[src/rtl/core/dmmbs_pkg.sv]
// Package for the two-strand IUPAC DNA motif matcher.
// Widths, register indexes, base codes and small helper functions.
// No dependencies.
package dmmbs_pkg;

    localparam int MAX_PATTERN   = 16;
    localparam int CODES_HELD    = 16;
    localparam int POSITION_BITS = 32;

    localparam int WIN_DEPTH = (MAX_PATTERN < CODES_HELD) ? MAX_PATTERN : CODES_HELD;
    localparam int WIN_IDX_W = $clog2(WIN_DEPTH);
    localparam int FILL_W    = $clog2(WIN_DEPTH + 1);

    localparam int BASE_W     = 8;
    localparam int CODE_W     = 4;
    localparam int LEN_W      = 5;
    localparam int CODES_W    = 64;
    localparam int OUT_POS_W  = 32;
    localparam int CFG_DATA_W = 64;
    localparam int CFG_IDX_W  = 1;

    localparam logic [CFG_IDX_W-1:0] REG_PATTERN_CODES  = 1'b0;
    localparam logic [CFG_IDX_W-1:0] REG_PATTERN_LENGTH = 1'b1;

    localparam logic [CODES_W-1:0] PATTERN_CODES_RST  = 64'h0000_0000_0001_1111;
    localparam logic [LEN_W-1:0]   PATTERN_LENGTH_RST = 5'd5;
    localparam logic [LEN_W-1:0]   LEN_MIN            = 5'd2;
    localparam logic [LEN_W-1:0]   LEN_MAX            = LEN_W'(WIN_DEPTH);

    localparam logic [CODE_W-1:0] CODE_NONE = 4'b0000;
    localparam logic [CODE_W-1:0] CODE_A    = 4'b0001;
    localparam logic [CODE_W-1:0] CODE_C    = 4'b0010;
    localparam logic [CODE_W-1:0] CODE_G    = 4'b0100;
    localparam logic [CODE_W-1:0] CODE_T    = 4'b1000;

    localparam logic [BASE_W-1:0] ASCII_UPPER_A = 8'h41;
    localparam logic [BASE_W-1:0] ASCII_UPPER_Z = 8'h5A;
    localparam logic [BASE_W-1:0] ASCII_CASE    = 8'h20;
    localparam logic [BASE_W-1:0] ASCII_A       = 8'h61;
    localparam logic [BASE_W-1:0] ASCII_C       = 8'h63;
    localparam logic [BASE_W-1:0] ASCII_G       = 8'h67;
    localparam logic [BASE_W-1:0] ASCII_T       = 8'h74;

    typedef logic [CODE_W-1:0]        t_code;
    typedef logic [POSITION_BITS-1:0] t_pos;

    typedef struct packed {
        logic fwd;
        logic rev;
        t_pos start;
        t_pos stop;
    } t_entry;

    // a<->t, c<->g
    function automatic t_code complement(input t_code m);
        complement = {m[0], m[1], m[2], m[3]};
    endfunction

    function automatic t_code code_of(input logic [BASE_W-1:0] c);
        logic [BASE_W-1:0] lc;
        lc = ((c >= ASCII_UPPER_A) && (c <= ASCII_UPPER_Z)) ? (c + ASCII_CASE) : c;
        case (lc)
            ASCII_A: code_of = CODE_A;
            ASCII_C: code_of = CODE_C;
            ASCII_G: code_of = CODE_G;
            ASCII_T: code_of = CODE_T;
            default: code_of = CODE_NONE;
        endcase
    endfunction

    function automatic logic [LEN_W-1:0] eff_length(input logic [LEN_W-1:0] len);
        if (len < LEN_MIN) begin
            eff_length = LEN_MIN;
        end else if (len > LEN_MAX) begin
            eff_length = LEN_MAX;
        end else begin
            eff_length = len;
        end
    endfunction

endpackage

[src/rtl/core/dmmbs_if.sv]
// Valid/ready channel interfaces for the motif matcher: base requests in,
// match requests out. Depends on dmmbs_pkg.
interface dmmbs_in_if import dmmbs_pkg::*; ();
    logic              valid;
    logic              ready;
    logic [BASE_W-1:0] base;
    logic              new_sequence;

    modport source (output valid, base, new_sequence, input ready);
    modport sink   (input valid, base, new_sequence, output ready);
endinterface

interface dmmbs_out_if import dmmbs_pkg::*; ();
    logic                 valid;
    logic                 ready;
    logic [OUT_POS_W-1:0] match_start;
    logic [OUT_POS_W-1:0] match_end;
    logic                 strand;
    logic                 last;

    modport source (output valid, match_start, match_end, strand, last, input ready);
    modport sink   (input valid, match_start, match_end, strand, last, output ready);
endinterface

[src/rtl/core/dna_motif_match_both_strands.sv]
// Top level of the two-strand IUPAC DNA motif matcher.
// Depends on dmmbs_pkg and the channel interfaces in dmmbs_if.sv.
//
// One base request is accepted per clock unless the input stalls. A base is
// registered on entry, then the sliding window is updated and compared against
// the pattern and its reverse complement in one parallel pass; matches land in
// a two-entry result queue that drives the output port. The sustained rate is
// one base per cycle while the queue has room; a window that matches both
// strands yields two result requests (forward first) through the single output
// port, which is what bounds throughput on such stretches. The input stalls only
// when the result queue holds two unfinished entries. The user is to write the
// pattern registers through the config port while idle; it is not enforced.
module dna_motif_match_both_strands import dmmbs_pkg::*; (
    input  logic                  i_clk,
    input  logic                  i_rst_n,
    input  logic                  i_cfg_we,
    input  logic [CFG_IDX_W-1:0]  i_cfg_idx,
    input  logic [CFG_DATA_W-1:0] i_cfg_data,
    dmmbs_in_if.sink              i_in,
    dmmbs_out_if.source           o_out
);

    logic [CODES_W-1:0] r_codes;
    logic [LEN_W-1:0]   r_len;

    logic              r_in_valid;
    logic [BASE_W-1:0] r_in_base;
    logic              r_in_new;

    t_code             r_window [WIN_DEPTH];
    t_pos              r_pos;
    logic [FILL_W-1:0] r_fill;

    t_entry     r_q [2];
    logic       r_wr;
    logic       r_rd;
    logic [1:0] r_cnt;
    logic       r_sub;

    t_code             n_window [WIN_DEPTH];
    t_pos              n_pos;
    logic [FILL_W-1:0] n_fill;
    t_entry            n_entry;
    logic              n_push;

    logic             adv;
    logic             pop;
    logic [LEN_W-1:0] len;
    t_entry           head;

    assign len = eff_length(r_len);
    assign adv = r_in_valid && (r_cnt != 2'd2);

    assign i_in.ready = !r_in_valid || adv;

    // window update and parallel compare
    always_comb begin
        t_pos              here;
        logic [FILL_W-1:0] fill_base;
        logic              fwd;
        logic              rev;
        logic              palin;
        logic [LEN_W-1:0]  rel;
        logic [WIN_IDX_W-1:0] idx;
        t_code             b;
        t_code             f;
        t_code             r;

        for (int k = 0; k < WIN_DEPTH; k++) begin
            if (k == 0) begin
                n_window[k] = code_of(r_in_base);
            end else begin
                n_window[k] = r_in_new ? CODE_NONE : r_window[k-1];
            end
        end

        here      = r_in_new ? '0 : r_pos;
        fill_base = r_in_new ? '0 : r_fill;
        n_pos     = here + t_pos'(1);
        n_fill    = (fill_base < FILL_W'(WIN_DEPTH)) ? (fill_base + FILL_W'(1)) : fill_base;

        fwd   = 1'b1;
        rev   = 1'b1;
        palin = 1'b1;
        for (int i = 0; i < WIN_DEPTH; i++) begin
            rel = len - LEN_W'(1) - LEN_W'(i);
            idx = rel[WIN_IDX_W-1:0];
            b   = n_window[idx];
            f   = r_codes[CODE_W*i +: CODE_W];
            r   = complement(r_codes[CODE_W*idx +: CODE_W]);
            if (LEN_W'(i) < len) begin
                if ((b & f) == CODE_NONE) fwd = 1'b0;
                if ((b & r) == CODE_NONE) rev = 1'b0;
                if (f != r) palin = 1'b0;
            end
        end
        if (palin) rev = 1'b0;

        n_entry.fwd   = fwd;
        n_entry.rev   = rev;
        n_entry.start = here - t_pos'(len - LEN_W'(1));
        n_entry.stop  = here - t_pos'(len - LEN_W'(1)) + t_pos'(len);

        n_push = adv && (n_fill >= FILL_W'(len)) && (fwd || rev);
    end

    assign head = r_q[r_rd];

    assign o_out.valid       = (r_cnt != 2'd0);
    assign o_out.match_start = OUT_POS_W'(head.start);
    assign o_out.match_end   = OUT_POS_W'(head.stop);
    assign o_out.strand      = r_sub || !head.fwd;
    assign o_out.last        = r_sub || !(head.fwd && head.rev);

    assign pop = o_out.valid && o_out.ready && o_out.last;

    always_ff @(posedge i_clk) begin
        if (!i_rst_n) begin
            r_codes    <= PATTERN_CODES_RST;
            r_len      <= PATTERN_LENGTH_RST;
            r_in_valid <= 1'b0;
            for (int k = 0; k < WIN_DEPTH; k++) begin
                r_window[k] <= CODE_NONE;
            end
            r_pos  <= '0;
            r_fill <= '0;
            r_wr   <= 1'b0;
            r_rd   <= 1'b0;
            r_cnt  <= 2'd0;
            r_sub  <= 1'b0;
        end else begin
            if (i_cfg_we) begin
                case (i_cfg_idx)
                    REG_PATTERN_CODES:  r_codes <= i_cfg_data[CODES_W-1:0];
                    REG_PATTERN_LENGTH: r_len   <= i_cfg_data[LEN_W-1:0];
                    default: ;
                endcase
            end
            if (i_in.ready) begin
                r_in_valid <= i_in.valid;
            end
            if (adv) begin
                r_window <= n_window;
                r_pos    <= n_pos;
                r_fill   <= n_fill;
            end
            if (n_push) begin
                r_wr <= ~r_wr;
            end
            if (pop) begin
                r_rd <= ~r_rd;
            end
            r_cnt <= r_cnt + 2'(n_push) - 2'(pop);
            if (o_out.valid && o_out.ready) begin
                r_sub <= !o_out.last;
            end
        end
    end

    always_ff @(posedge i_clk) begin
        if (i_in.valid && i_in.ready) begin
            r_in_base <= i_in.base;
            r_in_new  <= i_in.new_sequence;
        end
        if (n_push) begin
            r_q[r_wr] <= n_entry;
        end
    end

    a_cnt_bound: assert property (@(posedge i_clk) disable iff (!i_rst_n)
        r_cnt != 2'd3)
        else $error("result queue count out of range");

    a_second_is_rev: assert property (@(posedge i_clk) disable iff (!i_rst_n)
        (o_out.valid && o_out.ready && !o_out.last) |=> (o_out.valid && o_out.strand && o_out.last))
        else $error("reverse result did not follow forward result");

    a_first_is_fwd: assert property (@(posedge i_clk) disable iff (!i_rst_n)
        (o_out.valid && !o_out.last) |-> !o_out.strand)
        else $error("non-final result is not forward strand");

    a_span: assert property (@(posedge i_clk) disable iff (!i_rst_n)
        o_out.valid |-> (head.stop - head.start) == t_pos'(len))
        else $error("match span differs from pattern length");

    a_new_seq: assert property (@(posedge i_clk) disable iff (!i_rst_n)
        (adv && r_in_new) |=> (r_pos == t_pos'(1)))
        else $error("position not restarted on new sequence");

endmodule

[src/flat_wrapper.sv]
// flat-port wrapper written by rule: the top's interface ports become plain ports
module dna_motif_match_both_strands_flat import dmmbs_pkg::*;
  (i_clk, i_rst_n, i_cfg_we, i_cfg_idx, i_cfg_data, i_in_valid, i_in_base, i_in_new_sequence, i_in_ready, o_out_valid, o_out_match_start, o_out_match_end, o_out_strand, o_out_last, o_out_ready);
  dmmbs_in_if i_in_i ();
  dmmbs_out_if o_out_i ();
  input  logic i_clk;
  input  logic i_rst_n;
  input  logic i_cfg_we;
  input  logic [CFG_IDX_W-1:0] i_cfg_idx;
  input  logic [CFG_DATA_W-1:0] i_cfg_data;
  input wire logic [$bits(i_in_i.valid)-1:0] i_in_valid;
  input wire logic [$bits(i_in_i.base)-1:0] i_in_base;
  input wire logic [$bits(i_in_i.new_sequence)-1:0] i_in_new_sequence;
  output wire logic [$bits(i_in_i.ready)-1:0] i_in_ready;
  output wire logic [$bits(o_out_i.valid)-1:0] o_out_valid;
  output wire logic [$bits(o_out_i.match_start)-1:0] o_out_match_start;
  output wire logic [$bits(o_out_i.match_end)-1:0] o_out_match_end;
  output wire logic [$bits(o_out_i.strand)-1:0] o_out_strand;
  output wire logic [$bits(o_out_i.last)-1:0] o_out_last;
  input wire logic [$bits(o_out_i.ready)-1:0] o_out_ready;
  assign i_in_i.valid = i_in_valid;
  assign i_in_i.base = i_in_base;
  assign i_in_i.new_sequence = i_in_new_sequence;
  assign i_in_ready = i_in_i.ready;
  assign o_out_valid = o_out_i.valid;
  assign o_out_match_start = o_out_i.match_start;
  assign o_out_match_end = o_out_i.match_end;
  assign o_out_strand = o_out_i.strand;
  assign o_out_last = o_out_i.last;
  assign o_out_i.ready = o_out_ready;
  dna_motif_match_both_strands u_core (.i_clk(i_clk), .i_rst_n(i_rst_n), .i_cfg_we(i_cfg_we), .i_cfg_idx(i_cfg_idx), .i_cfg_data(i_cfg_data), .i_in(i_in_i), .o_out(o_out_i));
endmodule
[config.mk]
export PLATFORM = sky130hd
export DESIGN_NAME = dna_motif_match_both_strands_flat
export DESIGN_NICKNAME = d
export VERILOG_FILES = /design/src/rtl/core/dmmbs_pkg.sv /design/src/rtl/core/dmmbs_if.sv /design/src/rtl/core/dna_motif_match_both_strands.sv /design/src/flat_wrapper.sv
export SDC_FILE = /design/constraint.sdc
export NUM_CORES = 1
export LEC_CHECK = 0
export BUFFER_PORTS_ARGS = -buffer_cell sky130_fd_sc_hd__buf_2
export CORE_ASPECT_RATIO = 1.4
export CORE_MARGIN = 2
export CORE_UTILIZATION = 45
export CTS_CLUSTER_DIAMETER = 100
export DETAILED_ROUTE_END_ITERATION = 10
export SLEW_MARGIN = 15
export SYNTH_ARGS = -nofsm -noshare
export SYNTH_HDL_FRONTEND = slang
export SYNTH_SLANG_ARGS = --single-unit
[constraint.sdc]
create_clock -name i_clk -period 10.7 [get_ports i_clk]
set_input_delay 2.14 -clock i_clk [delete_from_list [all_inputs] [get_ports i_clk]]
set_output_delay 2.14 -clock i_clk [all_outputs]
set_load 0.05 [all_outputs]
==> metrics.cfg, run 1 <==
[timing]
finalClockSkew_ns = 0.0126
hold_viol = 0
min_period_ns = 8.24
fin_crit_sh = 0.770
maxSlewViolCount = 0
max-slew-margin-rel = 0.0252
fin_hold_ws_ns = 0.453
worst_pin_slew_ns = 1.45
timing.setup.tns_ns = 0
max_freq_mhz = 121
rsz0062_at_grt = no
setup_violations = 0

[floorplan]
die_h_um = 277
fp.dieW_um = 199
core-area_mm2 = 0.0529
start_util = 0.454
io_pins = 147
dieArea_mm2 = 0.0553
row_count = 100

[yosys]
ys.flop_type = dfxtp_1
synth.avg_cell_area_um2 = 9.17
synth_fp_nets = 2761
synth-async-reset-ratio = 0
synth_cell_types = 95
ys.warnings.count = 0
synth_edf_count = 141
netlist_top_cells_area = edfxtp_1 18%, dfxtp_1 14%, mux4_2 9.2%, nand2_1 5.4%, mux2i_1 4.9%
ys_ff_latch = 314
netlist.area_leader.share = 0.176
syn_inst = 2620
syn_area_mm2 = 0.0240
yosys.area.top_type = edfxtp_1
ys_seq_area_frac = 0.320

[run_status]
status = finished clean

[cts]
cts_tree = yes
path_clk_slew_ns = 0.07
cts-root-buf = clkbuf_16
cts_max_level = 1
clock_path_buffers = 3
clkSinkCount = 314
post_cts_buffers = 0
cts_hold_buf = 0
cts.repair.resized = 0
cts_buffers = 31
clkLatencyLatePin_ns = 0.59

[pwr]
power_density_mw_per_mm2 = 150
vdd_drop_max_mv = 0.133
power_leakage_nw = 9.78

[flow_run]
maxCapViolations = 0

[placement]
hpwl_mm = 71.6
place.gp.congestion = 1.02
portBuffers = 146

[worst_setup_path]
crit_fanout = 66
critPathKind = reg2reg
r2r_cells = 18
crit_arrival_ns = 8.45
ff2ff_setup_slack_ns = 2.46
crit_required_ns = 10.92
worst_r2r_endpoint = u_core.r_q[0][3]
r2r-start = u_core.r_len[2]
cp-end-kind = register
crit_path_start_kind = register

[layout]
n_fill_cell = 5033
drive_above_1_share = 0.185
seq_area_mm2 = 0.00770
area_delta_synth_final_pct = 9.96
nets = 2807
utilization = 0.499
multi_input_area_mm2 = 0.0153

[routing]
vias = 21744
wl_mm = 94.5
via_per_inst = 6.38
drc = 0
routedWlPerCell_um = 27.7
dr.pass1.iters = 6
ant_nets = 0
first_iter_violations = 1718

[hold_path]
hold-path-endpoint = u_core.r_window[11]
hp-class = reg2reg
worst_hold_startpoint = u_core.r_window[11]
hold_path_depth = 2

[grt]
grt_pass1_vias = 21246
overflow = 0
grt_start_max_net_pins = 82
grt_pass1_wl_mm = 138
antenna_found_initial = 0
grt_use_total = 0.337

registers in the layout (all words and copies together), names as in the netlist, named ones only:
register	count
u_core.r_cnt	2
u_core.r_codes	64
u_core.r_fill	5
u_core.r_in_base	8
u_core.r_in_new	1
u_core.r_in_valid	1
u_core.r_len	5
u_core.r_pos	32
u_core.r_q	132
u_core.r_rd	1
u_core.r_sub	1
u_core.r_window	60
u_core.r_wr	1
logic make-up (layout without fill, tap and decap cells):
logic type	count (synthesis)	count (layout)	synth area share
simple gates	883	883	0.180
compound gates	648	648	0.180
flops	314	314	0.320
mux	305	305	0.183
buf+inv	250	320	0.0442
xor+xnor	158	158	0.0587
fa+ha+maj	62	62	0.0329
other cells	0	2	0
cells in the mapped netlist, drive strengths merged (71+ instances only):
library cell / number
clkbuf: 134
nor2: 142
nand2: 345
mux4: 98
o21ai: 83
a21oi: 212
xnor2: 101
nor2b: 115
edfxtp: 141
dfxtp: 173
mux2i: 117
mux2: 90
nand3: 71
report_power, final:
part | internal, mW | switching [mW]
registers | 1.30 | 0.0550
logic | 0.514 | 0.916
clock network | 0.683 | 0.488
metrics by stage:
stage / instances / power [mW] / instance area [µm²] / setup WS [ns]
after floorplan: 2620 / 2.36 / 24000 / 1.60
final: 3406 / 3.96 / 26400 / 2.46
after detailed placement: 3347 / 2.79 / 25300 / 2.62
after global routing: 3404 / 4.11 / 26400 / 2.10
after global placement: 3347 / 2.78 / 25300 / 2.70
after CTS: 3404 / 3.96 / 26400 / 2.57
worst max path at each step:
stage	startpoint	to	slack (ns)
after floorplan	u_core.r_len[1]	u_core.r_q[1][0]	1.60
after global placement	u_core.r_len[2]	u_core.r_q[0][1]	2.70
after detailed placement	u_core.r_len[2]	u_core.r_q[0][1]	2.62
after CTS	u_core.r_len[2]	u_core.r_q[0][34]	2.57
after global routing	u_core.r_len[2]	u_core.r_q[0][34]	2.10
final	u_core.r_len[2]	u_core.r_q[0][3]	2.46
layer usage:
| layer | track usage | wire length (µm) | vias to the layer above |
|---|---|---|---|
| li1 | - | - | 9863 |
| met1 | 0.357 | 32700 | 10564 |
| met2 | 0.594 | 47100 | 973 |
| met3 | 0.0483 | 5530 | 344 |
| met4 | 0.264 | 9220 | 0 |
| met5 | 0 | 0 | - |
cell type report:
cell class / count / area share
clock buffers: 40 / 0.0322
inverters: 61 / 0.00886
repair buffers: 202 / 0.0445
multi-input cells: 2056 / 0.580
flip-flops and latches: 314 / 0.291
well taps: 714 / 0.0338
clock inverters: 17 / 0.00905
diodes: 2 / 0.000189
worst max-delay path, stage by stage, from the launching register on:
cell,delay (ns)
dfxtp_1,0.56
or3_1,0.17
buf_4,0.39
nand2_8,0.31
ha_2,0.42
inv_2,0.56
ha_1,0.44
nor2b_1,0.10
o21ai_1,0.09
o221ai_1,0.22
xnor2_2,0.81
mux4_2,0.63
o21ai_0,0.17
nor3_1,0.18
nor4_1,1.12
a41oi_2,0.39
or3_1,0.46
inv_2,0.07
buf_4,0.66
cells in the final DEF, fill, tap and decap left out, types with 10 or more instances in the layout:
cell       instances
nand2_1          343
a21oi_1          209
dfxtp_1          172
buf_2            146
edfxtp_1         141
nor2_1           139
mux2i_1          117
nor2b_1          114
xnor2_1           99
mux4_2            98
mux2_2            88
o21ai_0           79
nand3_1           71
a22oi_1           62
ha_1              59
xor2_1            57
buf_4             54
inv_1             53
and3_1            50
a211oi_1          41
nor3_1            35
o211ai_1          34
clkbuf_16         31
nand2b_1          25
nand4_1           20
o31ai_1           20
a21o_1            19
a31oi_1           17
a2111oi_0         17
o32ai_1           17
and3b_1           15
a221oi_1          13
o22a_1            11
nor4_1            11
o22ai_1           11
o2111ai_1         10
No activity file was read; power rests on OpenSTA's default activity.
==> run 2, diff against run 1 <==
==> constraint.sdc (replaced) <==
create_clock -name i_clk -period 8.46 [get_ports i_clk]
set_input_delay 1.692 -clock i_clk [delete_from_list [all_inputs] [get_ports i_clk]]
set_output_delay 1.692 -clock i_clk [all_outputs]
set_load 0.05 [all_outputs]
==> run 2 against run 1 <==
  * Total power is 24% higher
  * Via count fell by 0.33%
  * Routed wire length up 1.9%
  * Clock skew up 0.0061 ns
  * Sequential power grew 26%
  * Global-route usage grew 0.83 points
  * Critical endpoint is now u_core.r_q[0][31]
==> metrics.cfg, run 2 (synthesized netlist as in run 1, its figures left out) <==
[run_status]
status = finished clean

[floorplan]
io_pins = 147
die_h_um = 277
start_util = 0.454
core-area_mm2 = 0.0529
fp.dieW_um = 199
dieArea_mm2 = 0.0553
row_count = 100

[cts]
cts_hold_buf = 0
path_clk_slew_ns = 0.06
cts_tree = yes
clkLatencyLatePin_ns = 0.61
cts_buffers = 31
clock_path_buffers = 3
cts_max_level = 1
cts-root-buf = clkbuf_16
cts.repair.resized = 0
clkSinkCount = 314
post_cts_buffers = 0

[grt]
antenna_found_initial = 5
busiest_layer = met2
use_met2 = 0.609
overflow = 0
grt_pass1_vias = 21401
grt_use_total = 0.346
use_met3 = 0.0483
grt_start_max_net_pins = 89
grt_pass1_wl_mm = 140
use_met1 = 0.355

[worst_setup_path]
critPathKind = reg2reg
cp-end-kind = register
crit_path_start_kind = register
crit_fanout = 16
crit_required_ns = 8.80
crit_arrival_ns = 7.00

[routing]
dr.pass1.iters = 5
via_per_inst = 6.32
drc = 0
wl_mm = 96.3
routedWlPerCell_um = 28.1
ant_nets = 0
first_iter_violations = 1679
vias = 21673

[timing]
finalClockSkew_ns = 0.0188
timing.setup.tns_ns = 0
max-slew-margin-rel = 0.328
setup_violations = 0
worst_pin_slew_ns = 1.01
fin_hold_ws_ns = 0.448
rsz0062_at_grt = no
min_period_ns = 6.66
maxSlewViolCount = 0
worst_slack_ns = 1.80
fin_crit_sh = 0.787
hold_viol = 0
max_freq_mhz = 150

[layout]
nets = 2826
area_delta_synth_final_pct = 10.3
final_cell_mix = 343 x nand2_1, 211 x a21oi_1, 172 x dfxtp_1, 146 x buf_2, 141 x edfxtp_1
top_register = u_core.r_q
top_regs = u_core.r_q x132, u_core.r_codes x64, u_core.r_window x60
final_common_cell = nand2_1
drive_above_1_share = 0.189
largest_register_ffs = 132

[placement]
hpwl_mm = 74.2
portBuffers = 146
place.gp.congestion = 1.03
place_worst_setup_slack_ns = 1.94

[pwr]
vdd_drop_max_mv = 0.161
power_leakage_nw = 9.83
power_density_mw_per_mm2 = 185

[flow_run]
maxCapViolations = 0

[hold_path]
hp-class = reg2reg

[run 2: cell count changes in the layout (fill, tap and decap cells not counted), moves of 3 or more]
cell | before | now
diode_2 | 2 | 6
bufinv_16 | 5 | 2
buf_4 | 54 | 70
buf_12 | 2 | 5
clkbuf_8 | 4 | 1
[run 2: path summary, 6_finish.rpt]
path                  startpoint                   to  slack [ns]  cells past startpoint
max              u_core.r_len[2]    u_core.r_q[0][31]        1.80                     22
min          u_core.r_window[23]  u_core.r_window[23]        0.45                      2
max reg2reg      u_core.r_len[2]    u_core.r_q[0][31]        1.80                     22
min reg2reg  u_core.r_window[23]  u_core.r_window[23]        0.45                      2
[run 2: per-layer routing]
metal	vias up	wire [µm]
met2	925	48100
met5	-	12
met4	2	10100
li1	9914	-
met1	10523	32800
met3	309	5320
[run 2: stage by stage]
step | power (mW) | utilization | cell area (µm²) | std cells
floorplan | 2.99 | - | 24000 | 2620
global placement | 3.52 | 0.481 | 25500 | 3366
detailed placement | 3.53 | 0.481 | 25500 | 3366
CTS | 4.91 | 0.500 | 26500 | 3424
global route | 5.11 | 0.501 | 26500 | 3428
finish | 4.90 | 0.501 | 26500 | 3430
[run 2: report_power, final]
group	internal, mW	switching, mW	total (mW)
Sequential	1.65	0.0710	1.72
Combinational	0.664	1.13	1.80
Clock	0.764	0.622	1.39
Total	3.08	1.83	4.90
[run 2: area by class of cell]
type	instances	area, µm²
Fill cell	5042	26400
Multi-Input combinational cell	2056	15300
Sequential cell	314	7700
Timing Repair Buffer	221	1360
Tap cell	714	893
Clock buffer	39	838
Inverter	61	234
Clock inverter	19	164
Antenna cell	6	15.0
[run 2: critical path, stage by stage (launching register included)]
cell and delay [ns]:
dfxtp_1 0.31, buf_4 0.21, o21ba_2 0.46, nor2_4 0.06, inv_2 0.18, ha_1 0.51, and3b_1 0.29, nand2_1 0.09
nand3_1 0.49, ha_1 0.40, a21oi_1 0.18, o21ai_0 0.12, a221o_1 0.36, a21oi_1 0.13, o21ai_0 0.36, a221oi_1 0.68
o211ai_1 0.21, a21o_1 0.23, a21o_1 0.20, a2111oi_0 0.38, a21oi_1 0.09, xnor2_1 0.30, xnor2_1 0.13
